File: config.mk
export PLATFORM = sky130hd
export DESIGN_NAME = rvc_mdu
export DESIGN_NICKNAME = d
export VERILOG_FILES = /design/src/rtl/rvc_pkg.sv /design/src/rtl/rvc_mdu.sv
export SDC_FILE = /design/constraint.sdc
export NUM_CORES = 1
export LEC_CHECK = 0
export ABC_AREA = 1
export BUFFER_PORTS_ARGS = -buffer_cell sky130_fd_sc_hd__buf_2
export CAP_MARGIN = 5
export CORE_ASPECT_RATIO = 2
export CORE_MARGIN = 3
export CORE_UTILIZATION = 29
export CTS_BUF_LIST = sky130_fd_sc_hd__clkbuf_16
export CTS_CLUSTER_DIAMETER = 200
export CTS_CLUSTER_SIZE = 14
export DETAILED_ROUTE_END_ITERATION = 10
export SLEW_MARGIN = 40
export SYNTH_ARGS = -nofsm -noshare
export SYNTH_HDL_FRONTEND = slang
export SYNTH_SLANG_ARGS = --single-unit
File: constraint.sdc
create_clock -name clk -period 10.25 [get_ports clk]
set_clock_uncertainty 0.2 [all_clocks]
set_input_delay 1.025 -clock clk [delete_from_list [all_inputs] [get_ports clk]]
set_output_delay 1.025 -clock clk [all_outputs]
set_load 0.02 [all_outputs]
File: src/rtl/rvc_pkg.sv
// Shared types, codes and helpers for the RV32IMA step core.
// No dependencies; imported by rvc_mdu, rv32ima_core_step_core and tb_top.
package rvc_pkg;

    localparam int MEM_BYTES = 65536;
    localparam int MEM_AW    = $clog2(MEM_BYTES);

    // actions
    localparam logic [1:0] ACT_EXEC  = 2'd0;
    localparam logic [1:0] ACT_WRITE = 2'd1;
    localparam logic [1:0] ACT_READ  = 2'd2;

    // status codes
    localparam logic [2:0] ST_OK       = 3'd0;
    localparam logic [2:0] ST_HALTED   = 3'd1;
    localparam logic [2:0] ST_EXIT     = 3'd2;
    localparam logic [2:0] ST_WRITE    = 3'd3;
    localparam logic [2:0] ST_SYSCALL  = 3'd4;
    localparam logic [2:0] ST_EBREAK   = 3'd5;
    localparam logic [2:0] ST_ILLEGAL  = 3'd6;
    localparam logic [2:0] ST_MEMFAULT = 3'd7;

    // opcodes
    localparam logic [6:0] OP_LUI    = 7'h37;
    localparam logic [6:0] OP_AUIPC  = 7'h17;
    localparam logic [6:0] OP_JAL    = 7'h6F;
    localparam logic [6:0] OP_JALR   = 7'h67;
    localparam logic [6:0] OP_BRANCH = 7'h63;
    localparam logic [6:0] OP_LOAD   = 7'h03;
    localparam logic [6:0] OP_STORE  = 7'h23;
    localparam logic [6:0] OP_IMM    = 7'h13;
    localparam logic [6:0] OP_REG    = 7'h33;
    localparam logic [6:0] OP_FENCE  = 7'h0F;
    localparam logic [6:0] OP_SYSTEM = 7'h73;
    localparam logic [6:0] OP_AMO    = 7'h2F;

    localparam logic [31:0] INS_ECALL  = 32'h0000_0073;
    localparam logic [31:0] INS_EBREAK = 32'h0010_0073;
    localparam logic [31:0] SYS_EXIT   = 32'd93;
    localparam logic [31:0] SYS_WRITE  = 32'd64;

    // AMO funct5
    localparam logic [4:0] AMO_ADD  = 5'd0;
    localparam logic [4:0] AMO_SWAP = 5'd1;
    localparam logic [4:0] AMO_LR   = 5'd2;
    localparam logic [4:0] AMO_SC   = 5'd3;
    localparam logic [4:0] AMO_XOR  = 5'd4;
    localparam logic [4:0] AMO_OR   = 5'd8;
    localparam logic [4:0] AMO_AND  = 5'd12;
    localparam logic [4:0] AMO_MIN  = 5'd16;
    localparam logic [4:0] AMO_MAX  = 5'd20;
    localparam logic [4:0] AMO_MINU = 5'd24;
    localparam logic [4:0] AMO_MAXU = 5'd28;

    // counter CSRs
    localparam logic [11:0] CSR_CYCLE     = 12'hC00;
    localparam logic [11:0] CSR_TIME      = 12'hC01;
    localparam logic [11:0] CSR_INSTRET   = 12'hC02;
    localparam logic [11:0] CSR_CYCLEH    = 12'hC80;
    localparam logic [11:0] CSR_TIMEH     = 12'hC81;
    localparam logic [11:0] CSR_INSTRETH  = 12'hC82;
    localparam logic [11:0] CSR_MCYCLE    = 12'hB00;
    localparam logic [11:0] CSR_MINSTRET  = 12'hB02;
    localparam logic [11:0] CSR_MCYCLEH   = 12'hB80;
    localparam logic [11:0] CSR_MINSTRETH = 12'hB82;

    typedef struct packed {
        logic [1:0]  action;
        logic [31:0] address;
        logic [31:0] write_word;
    } core_in_t;

    typedef struct packed {
        logic [2:0]  status;
        logic [31:0] read_word;
        logic [31:0] executed_pc;
        logic [31:0] instruction;
        logic [31:0] syscall_number;
        logic [31:0] syscall_arg0;
        logic [31:0] syscall_arg1;
        logic [31:0] syscall_arg2;
    } core_out_t;

    typedef struct packed {
        logic        start;
        logic [2:0]  funct3;
        logic [31:0] a;
        logic [31:0] b;
    } mdu_req_t;

    typedef struct packed {
        logic        done;
        logic [31:0] result;
    } mdu_rsp_t;

    // true when all n bytes from a lie inside memory
    function automatic logic fits(input logic [31:0] a, input logic [2:0] n);
        logic [32:0] top;
        begin
            top = {1'b0, a} + {30'd0, n};
            return top <= 33'(MEM_BYTES);
        end
    endfunction

endpackage

File: src/rtl/rvc_mdu.sv
// Iterative multiply/divide unit: a 33-bit adder for multiply and a 34-bit subtractor for divide, one bit per cycle.
// Depends on rvc_pkg.
module rvc_mdu (
    input  logic              clk,
    input  logic              rst_n,
    input  rvc_pkg::mdu_req_t req,
    output rvc_pkg::mdu_rsp_t rsp
);
    import rvc_pkg::*;

    typedef enum logic [2:0] {
        M_IDLE = 3'b001,
        M_RUN  = 3'b010,
        M_FIN  = 3'b100
    } mstate_t;

    mstate_t     state_reg, state_next;
    logic [31:0] hi_reg, hi_next;
    logic [31:0] lo_reg, lo_next;
    logic [31:0] opb_reg, opb_next;
    logic [31:0] a_reg, a_next;
    logic [2:0]  f3_reg, f3_next;
    logic        na_reg, na_next;
    logic        nb_reg, nb_next;
    logic        zero_reg, zero_next;
    logic [4:0]  cnt_reg, cnt_next;

    logic        is_div, sa, sb;
    logic [32:0] msum;
    logic [32:0] dsh;
    logic [33:0] ddiff;
    logic        dge;
    logic [63:0] prod, prod_s;
    logic [31:0] quo_s, rem_s;

    assign is_div = req.funct3[2];
    assign sa = (req.funct3 == 3'd1) || (req.funct3 == 3'd2) ||
                (req.funct3 == 3'd4) || (req.funct3 == 3'd6);
    assign sb = (req.funct3 == 3'd1) || (req.funct3 == 3'd4) || (req.funct3 == 3'd6);

    assign msum  = {1'b0, hi_reg} + (lo_reg[0] ? {1'b0, opb_reg} : 33'd0);
    assign dsh   = {hi_reg, lo_reg[31]};
    assign ddiff = {1'b0, dsh} - {2'b00, opb_reg};
    assign dge   = !ddiff[33];

    assign prod   = {hi_reg, lo_reg};
    assign prod_s = (na_reg ^ nb_reg) ? (64'd0 - prod) : prod;
    assign quo_s  = (na_reg ^ nb_reg) ? (32'd0 - lo_reg) : lo_reg;
    assign rem_s  = na_reg ? (32'd0 - hi_reg) : hi_reg;

    always_comb
    begin
        state_next = state_reg;
        hi_next    = hi_reg;
        lo_next    = lo_reg;
        opb_next   = opb_reg;
        a_next     = a_reg;
        f3_next    = f3_reg;
        na_next    = na_reg;
        nb_next    = nb_reg;
        zero_next  = zero_reg;
        cnt_next   = cnt_reg;
        rsp.done   = 1'b0;
        rsp.result = '0;
        unique case (state_reg)
            M_IDLE:
            begin
                if (req.start)
                begin
                    f3_next   = req.funct3;
                    a_next    = req.a;
                    na_next   = sa & req.a[31];
                    nb_next   = sb & req.b[31];
                    hi_next   = '0;
                    lo_next   = (sa & req.a[31]) ? (32'd0 - req.a) : req.a;
                    opb_next  = (sb & req.b[31]) ? (32'd0 - req.b) : req.b;
                    cnt_next  = '0;
                    zero_next = is_div && (req.b == 32'd0);
                    state_next = (is_div && (req.b == 32'd0)) ? M_FIN : M_RUN;
                end
            end
            M_RUN:
            begin
                if (f3_reg[2])
                begin
                    hi_next = dge ? ddiff[31:0] : dsh[31:0];
                    lo_next = {lo_reg[30:0], dge};
                end
                else
                begin
                    hi_next = msum[32:1];
                    lo_next = {msum[0], lo_reg[31:1]};
                end
                cnt_next = cnt_reg + 5'd1;
                if (cnt_reg == 5'd31)
                    state_next = M_FIN;
            end
            M_FIN:
            begin
                rsp.done = 1'b1;
                unique case (f3_reg)
                    3'd0:    rsp.result = prod_s[31:0];
                    3'd1,
                    3'd2,
                    3'd3:    rsp.result = prod_s[63:32];
                    3'd4:    rsp.result = zero_reg ? 32'hFFFF_FFFF : quo_s;
                    3'd5:    rsp.result = zero_reg ? 32'hFFFF_FFFF : lo_reg;
                    3'd6:    rsp.result = zero_reg ? a_reg : rem_s;
                    default: rsp.result = zero_reg ? a_reg : hi_reg;
                endcase
                state_next = M_IDLE;
            end
            default: state_next = M_IDLE;
        endcase
    end

    always_ff @(posedge clk or negedge rst_n)
    begin
        if (!rst_n)
            state_reg <= M_IDLE;
        else
            state_reg <= state_next;
    end

    always_ff @(posedge clk)
    begin
        hi_reg   <= hi_next;
        lo_reg   <= lo_next;
        opb_reg  <= opb_next;
        a_reg    <= a_next;
        f3_reg   <= f3_next;
        na_reg   <= na_next;
        nb_reg   <= nb_next;
        zero_reg <= zero_next;
        cnt_reg  <= cnt_next;
    end

    // a start is only issued while the unit is free
    a_start_idle: assert property (@(posedge clk) disable iff (!rst_n)
        req.start |-> state_reg == M_IDLE)
        else $error("mdu started while busy");
    a_fin_one: assert property (@(posedge clk) disable iff (!rst_n)
        state_reg == M_FIN |=> state_reg == M_IDLE)
        else $error("mdu result held more than one cycle");
    a_run_len: assert property (@(posedge clk) disable iff (!rst_n)
        (state_reg == M_RUN && cnt_reg != 5'd31) |=> state_reg == M_RUN)
        else $error("mdu left iteration early");

endmodule

* After elaboration in Yosys (flattened, before gate mapping)
Cells that the tools add are included.
Operators by class: equality and inequality tests 16, reductions and logical operators 14, bitwise gates (word level) 3, add/sub/neg operators 8, multiplexer cells 25
Operator list (number):
- $mux 32 | 14
- $pmux 32 s5 | 1
- $pmux 32 s2 | 2
- $sub 1x32->32 const A | 4
- $mux 64 | 1
- $sub 1x64->64 const A | 1
- $sub 33x32->34 | 1
- $add 32x32->33 | 1
- $mux 33 | 1
- $logic_not 32->1 | 1
- $eq 3x3->1 const B | 6
- $eq 3x2->1 const B | 4
- $pmux 5 s2 | 1
- $eq 3x1->1 const B | 3
- $mux 3 | 3
- $pmux 3 s2 | 1
- $reduce_and 2->1 | 3
- $add 5x1->5 const B | 1
- $eq 5x5->1 const B | 1
- $logic_or 1x1->1 | 5
- $mux 5 | 1
- $ne 2x2->1 const B | 2
- $logic_not 3->1 | 1
- $reduce_or 3->1 | 1
- other kinds (5) | 6
Storage, ports and cells: logic and storage cells 76, output and inout bits 33, input bits 70, flip-flop bits (word level) 142

* Logic depth before layout (Yosys ltp)
Gate-level depths: netlist of run 1.
word-level depth 8, depth in mapped cells 19, mapped depth without buffers 17

* Worst setup path before layout of run 1
Ideal clock, no wire load.
path type input-to-reg, start input port req[67] in the netlist's numbering, end register cnt_reg[0], enable pin, path buffers 0, cell stages on the path 4, path slack 3.922 ns, arrival 5.705 ns, cell sequence inv_1 nor2_1 nor2_1 inv_1
Between the ends: longest elaborated chain between the ends 2
Ends and longest elaborated chain:
- start, declared | line rvc_mdu.sv:6 | input rvc_pkg::mdu_req_t req,
- $ne 2x2->1 (no source line)
- $reduce_and 2->1 (no source line)
- end signal, assigned | line rvc_mdu.sv:135 | cnt_reg <= cnt_next;
- end, declared | line rvc_mdu.sv:26 | logic [4:0] cnt_reg, cnt_next;
Every way passes these cells. A chain may end at the register's enable or synchronous reset.

==> results of run 1 <==
cells by family after synthesis:
group                      after synthesis  synth area share
AOI/OAI and AO/OA                      399             0.122
xor gates and xnor gates                88            0.0440
adders and majority gates               72            0.0523
buffers and inverters                  484             0.110
DFF                                    142             0.243
and+or+nand+nor                       1763             0.430
layout make-up:
cell class | count | share of cell area
multi-input combinational | 2322 | 0.585
antenna | 1 | 0.000128
clock buffer | 17 | 0.0218
timing repair buffer | 129 | 0.0390
sequential | 142 | 0.218
inverter | 398 | 0.0767
clock inverter | 15 | 0.0101
tap | 768 | 0.0493
through the flow:
stage                     worst slack [ns]  cells  hold WS [ns]  power, mW  utilization
after CTS                             5.20   3790         0.125       5.37        0.327
final                                 5.11   3792         0.135       5.43        0.328
after global routing                  5.00   3791         0.126       5.84        0.328
after detailed placement              5.72   3758         0.392       4.66        0.317
after global placement                5.55   3754         0.379       4.65        0.316
after floorplan                       3.92   2948         0.361       3.54            -
power breakdown:
part           internal, mW  switching, mW  total (mW)
logic                  1.02           2.49        3.50
registers             0.912          0.322        1.23
clock network         0.405          0.289       0.695
total                  2.34           3.10        5.43
worst paths after layout:
| path | end | depth (start not counted) | start | slack [ns] |
|---|---|---|---|---|
| worst max-delay path | rsp[20] | 10 | f3_reg[2] | 5.11 |
| worst min-delay path | state_reg[1] | 1 | rst_n | 0.14 |
| worst max register to register | hi_reg[0] | 16 | hi_reg[7] | 6.53 |
| worst min register to register | cnt_reg[3] | 2 | cnt_reg[3] | 0.40 |
| max in group asynchronous | state_reg[0] | 1 | rst_n | 9.52 |
| min in group clk | cnt_reg[3] | 2 | cnt_reg[3] | 0.40 |
worst max-delay path: cells and delay by family (launching register included):
family	cells	cell delay [ns]
DFF	1	0.38
AOI/OAI and AO/OA	2	0.46
buffers and inverters	4	1.37
and+or+nand+nor	4	1.13
routing by layer:
metal  share of wire  global-route usage  vias up
met5               0                   0        -
met1            0.32               0.239     9278
met2            0.52               0.494      785
li1                -                   -     9664
met3           0.046              0.0353      361
met4            0.11               0.238        0
layout by cell type, fill, tap and decap left out, drive strengths merged, types with 5 or more instances in the layout:
| master | synthesis | layout |
|---|---|---|
| a21oi | 159 | 159 |
| a31oi | 5 | 5 |
| and2 | 10 | 10 |
| buf | 35 | 129 |
| clkbuf | 51 | 17 |
| clkinv | 5 | 13 |
| edfxtp | 139 | 139 |
| ha | 70 | 70 |
| inv | 393 | 393 |
| nand2 | 924 | 924 |
| nand3 | 292 | 292 |
| nand3b | 10 | 10 |
| nand4 | 41 | 41 |
| nor2 | 429 | 429 |
| nor3 | 37 | 37 |
| o211ai | 11 | 11 |
| o21ai | 204 | 204 |
| or2 | 12 | 12 |
| xnor2 | 17 | 17 |
| xor2 | 71 | 71 |
==> run_results.csv, run 1 <==
group,metric,value,unit
sta,fmax,0.195,GHz
worst_hold_path,min_path_type,"input pin to asynchronous set/reset pin",
critical_path,crit_path_cell_trace,"buf_12, inv_2, nor3_4, inv_2, nor2_1, nand3_1, nand3_1, a21oi_1, a21oi_1, buf_2",
sta,hold_viol_final,0,
die,rows,126,
finish,multiInputGateArea,11400,sq um
sta,period_share,0.501,
critical_path,crit_type,"flop to primary output",
clock_network,cts_made_buffers,17,
critical_path,cp_data_arrival_time,3.91,ns
synthesis,yosys_warnings,0,
synthesis,synth_edf_count,139,
die,fp.dieArea,63600,sq um
placed_design,placedInstanceArea,18800,sq um
synthesis,synth_top_area_frac,0.238,
sta,slew_headroom,0.358,
detailed_routing,drc,0,
placed_design,port_buffers,102,
placed_design,dp_hpwl,68700,um
finish,design_area,19500,sq um
clock_network,clk_latency,0.48,ns
critical_path,worstPathRequired,9.03,ns
global_route,grtUsageTotal,0.262,
detailed_routing,drtAntennaViolNets,0,
synthesis,synth_cells,2948,
sta,worst_slew_pin_slew,0.957,ns
global_route,grt_pass1_wl,124000,um
sta,rsz0062_at_grt,"false",
clock_network,cts_sinks,142,
synthesis,synth_area_leaders,"edfxtp_1 (24%), nand2_1 (20%), nor2_1 (8.9%)",
global_route,grt_pass1_vias,20100,
status,status,"finished, final reports clean",
clock_network,cts-root-buf,"clkbuf_16",
die,die_h,354,um
sta,setup_viol,0,
placed_design,gp_congestion,1.04,
clock_network,cts.htree.levels,4,
synthesis,ys_async_sr_fraction,0.0211,
synthesis,yosys.area.top_type,"edfxtp_1",
synthesis,netlist_top_cells_count,"nand2_1 (912), nor2_1 (416), inv_1 (378), nand3_1 (267), o21ai_0 (196)",
synthesis,netlist_area,17500,sq um
run,drv_cap,0,
global_route,overflow,0,
detailed_routing,num_vias,20100,
die,initial_utilization,0.295,
synthesis,yosysMostFrequentCell,"nand2_1",
power_and_ir_drop,leakagePower,9.45,nW
critical_path,start_kind,"flop",
detailed_routing,wirelength,85500,um
die,boundaryPins,103,
finish,fin_nets,3152,
die,die_x,180,um
detailed_routing,drtIter0Drc,1429,
sta,slew_viol_final,0,
sta,finalCriticalPeriod,5.14,ns
synthesis,ys_types,57,
power_and_ir_drop,power.density,279,nW/um^2
finish,fillers,6704,
synthesis,synth_flop_cell,"edfxtp_1",
critical_path,endpoint_kind,"primary output",
critical_path,crit_fanout,103,
die,core,59400,sq um
global_route,grt_max_degree,104,
critical_path,slowest_delay,0.64,ns
critical_path,slowest_stage,"nor3_4",
finish,area_growth,11.2,%
clock_network,clockBufferDepth,2,
detailed_routing,first_pass_iters,6,
detailed_routing,wl_per_cell,22.6,um
finish,regArea,4250,sq um
clock_network,post_cts_buffers,0,
clock_network,clk_pin_slew,0.06,ns
synthesis,syn_nets,3090,
synthesis,syn_avg_cell_area,5.95,sq um
finish,drive_gt1_frac,0.0880,
synthesis,synth_seq_area_share,0.243,
clock_network,postCtsHoldBufs,0,
sta,fin_tns_setup,0,ns
global_route,antenna_found_initial,0,
detailed_routing,viasPerCell,5.30,
clock_network,cts_repair_resize_count,0,
synthesis,ys_seq_elements,142,
power_and_ir_drop,peakVddDrop,0.000122,V
clock_network,cts_tree,"done",
Power figures use the tool's default switching activity.
==> run 2: changes to the inputs <==
Settings changed: ABC_AREA 1 to 0.
Clock period 10.25 ns to 5.3 ns, I/O delays scaled along.
==> run_results.csv, run 2 <==
group,metric,value,unit
synthesis,ys_async_sr_fraction,0.0211,
sta,period_share,0.958,
power_and_ir_drop,power.density,559,nW/um^2
synthesis,ys_types,95,
run,drv_cap,0,
critical_path,crit_fanout,8,
clock_network,cts_made_buffers,17,
die,boundaryPins,103,
sta,slew_headroom,0.424,
synthesis,synth_area_leaders,"edfxtp_1 (29%), xnor2_1 (7.0%), ha_1 (6.0%)",
global_route,antenna_found_initial,0,
die,rows,115,
sta,setup_viol,0,
die,fp.dieArea,53200,sq um
power_and_ir_drop,p_clk_frac,0.129,
synthesis,yosys.area.top_type,"edfxtp_1",
critical_path,endpoint_kind,"primary output",
sta,worst_slew_pin_slew,0.861,ns
synthesis,netlist_area,14600,sq um
power_and_ir_drop,internal-power,4.67,mW
sta,fmax,0.197,GHz
clock_network,cts-root-buf,"clkbuf_16",
detailed_routing,drc,0,
clock_network,clockBufferDepth,2,
global_route,grt_use_met3,0.0268,
finish,regArea,4250,sq um
finish,multiInputGateArea,9580,sq um
synthesis,netlist_top_cells_count,"nor2_1 (186), a21oi_1 (164), nand2_1 (158), edfxtp_1 (139), o21ai_0 (137)",
sta,finalCriticalPeriod,5.08,ns
finish,drive_gt1_frac,0.134,
clock_network,cts.htree.levels,4,
detailed_routing,drtAntennaViolNets,0,
clock_network,clk_latency,0.46,ns
clock_network,cts_tree,"done",
placed_design,dp_hpwl,42400,um
finish,fin_nets,1980,
global_route,grt_pass1_vias,14100,
finish,final_common_cell,"nor2_1",
synthesis,yosysMostFrequentCell,"nor2_1",
critical_path,start_kind,"flop",
die,die_x,165,um
die,core,49500,sq um
finish,n_antenna_cell,0,
synthesis,synth_seq_area_share,0.291,
synthesis,synth_edf_count,139,
clock_network,clk_pin_slew,0.07,ns
sta,hold_viol_final,0,
placed_design,dpl.cell_count,2460,
critical_path,worstPathRequired,4.57,ns
finish,fillers,5255,
detailed_routing,wirelength,53700,um
synthesis,synth_flop_cell,"edfxtp_1",
detailed_routing,drtIter0Drc,936,
synthesis,yosys_warnings,0,
detailed_routing,num_vias,13900,
sta,rsz0062_at_grt,"false",
finish,area_growth,12.7,%
global_route,gr-usage-met1,0.198,
finish,fin_cells,2494,
clock_network,cts_sinks,142,
finish,final_cell_mix,"nor2_1 (185), a21oi_1 (164), nand2_1 (158), edfxtp_1 (139), o21ai_0 (137)",
critical_path,slowest_delay,0.60,ns
critical_path,slowest_stage,"or4b_4",
power_and_ir_drop,switching_share,0.492,
global_route,grtUsageMet2,0.370,
detailed_routing,wl_per_cell,21.5,um
clock_network,post_cts_buffers,0,
power_and_ir_drop,combinationalPowerShare,0.616,
synthesis,syn_avg_cell_area,8.23,sq um
power_and_ir_drop,peakVddDrop,0.000276,V
global_route,grt_max_degree,111,
synthesis,ys_seq_elements,142,
synthesis,syn_nets,1915,
sta,slew_viol_final,0,
die,initial_utilization,0.295,
critical_path,crit_path_cell_trace,"inv_1, ha_1, or3b_1, or4b_4, nor3_4, nand3_2, o31ai_1, xnor2_1, nand2_1, a221oi_1, buf_2",
critical_path,crit_type,"flop to primary output",
placed_design,port_buffers,102,
power_and_ir_drop,seqPwrFrac,0.255,
global_route,overflow,0,
global_route,busiest_layer,"met2",
critical_path,cp_data_arrival_time,4.35,ns
placed_design,gp_congestion,0.975,
critical_path,critical_path.top_delay_family,"simple AND/OR/NAND/NOR gates",
detailed_routing,viasPerCell,5.57,
critical_path,path_buf_inv,2,
die,die_h,323,um
worst_hold_path,min_path_type,"input pin to flop",
sta,fin_tns_setup,0,ns
synthesis,synth_top_area_frac,0.286,
synthesis,synth_cells,1773,
global_route,grt_pass1_wl,81800,um
power_and_ir_drop,leakagePower,6.44,nW
detailed_routing,first_pass_iters,8,
power_and_ir_drop,p_sw,4.52,mW
status,status,"finished, final reports clean",
global_route,grtUsageTotal,0.201,
==> run 2: final timing paths <==
kind,start,endpoint,slack (ns),cells after the start
worst max-delay path,hi_reg[0],rsp[28],0.22,11
min in group asynchronous,rst_n,state_reg[1],0.19,2
worst min-delay path,req[65],f3_reg[1],0.07,1
worst max register to register,lo_reg[0],hi_reg[30],0.96,13
max in group asynchronous,rst_n,state_reg[0],4.51,2
worst min register to register,cnt_reg[0],cnt_reg[0],0.41,1
==> run 2: final cells by class <==
type | instances | share of cell area
flip-flops and latches | 142 | 0.258
multi-input cells | 1445 | 0.582
inverters | 79 | 0.0180
repair buffers | 153 | 0.0585
well taps | 643 | 0.0489
clock inverters | 15 | 0.00806
clock buffers | 17 | 0.0259
==> run 2: cells by family after synthesis <==
logic type      Yosys count  share of synthesized area
flops                   142                      0.291
buf+inv                 186                     0.0557
fa+ha+maj                72                     0.0628
mux                      57                     0.0394
compound gates          575                      0.254
simple gates            562                      0.189
xor+xnor                179                      0.107
==> run 2: stage by stage <==
stage | worst slack (ns) | cell area, sq um | total power, mW | hold slack (ns) | utilization
final | 0.223 | 16400 | 9.19 | 0.0731 | 0.332
after global routing | 0.0252 | 16400 | 9.88 | 0.0564 | 0.332
after CTS | 0.00553 | 16400 | 9.17 | 0.0482 | 0.332
after detailed placement | 0.551 | 15800 | 7.93 | 0.130 | 0.320
after global placement | 0.585 | 15800 | 7.86 | 0.125 | 0.320
after floorplan | 1.06 | 14600 | 6.34 | 0.0344 | -
==> run 2: per-layer routing <==
metal | wire length [um] | vias up
met5 | 0 | -
met4 | 4600 | 0
met3 | 2150 | 174
met2 | 28000 | 495
met1 | 18900 | 6550
li1 | - | 6673
==> run 2: power by group through the flow <==
stage | clock network [mW] | registers, mW | logic (mW)
6_report | 1.19 | 2.34 | 5.66
5_1_grt | 1.26 | 2.41 | 6.22
4_1_cts | 1.23 | 2.34 | 5.60
3_5_place_dp | 0 | 2.35 | 5.58
3_3_place_gp | 0 | 2.34 | 5.53
2_1_floorplan | 0 | 2.06 | 4.28
==> run 2: worst register-to-register path: stages (launching register included) <==
cell,delay (ns)
edfxtp_1,0.45
inv_1,0.11
buf_4,0.35
nor2_1,0.17
ha_1,0.32
a211oi_1,0.32
o211ai_1,0.25
a31oi_1,0.41
o2111ai_1,0.36
a21oi_1,0.49
nor3_1,0.14
o22ai_1,0.18
xnor2_1,0.10
o221a_2,0.24
==> run 2: what timing repair did <==
item / 4_1_cts / 5_1_grt
resized for setup: 0 / 3
hold buffers: 1 / 0
hold endpoints to repair: 3 / 0
setup endpoints to repair: 0 / 2
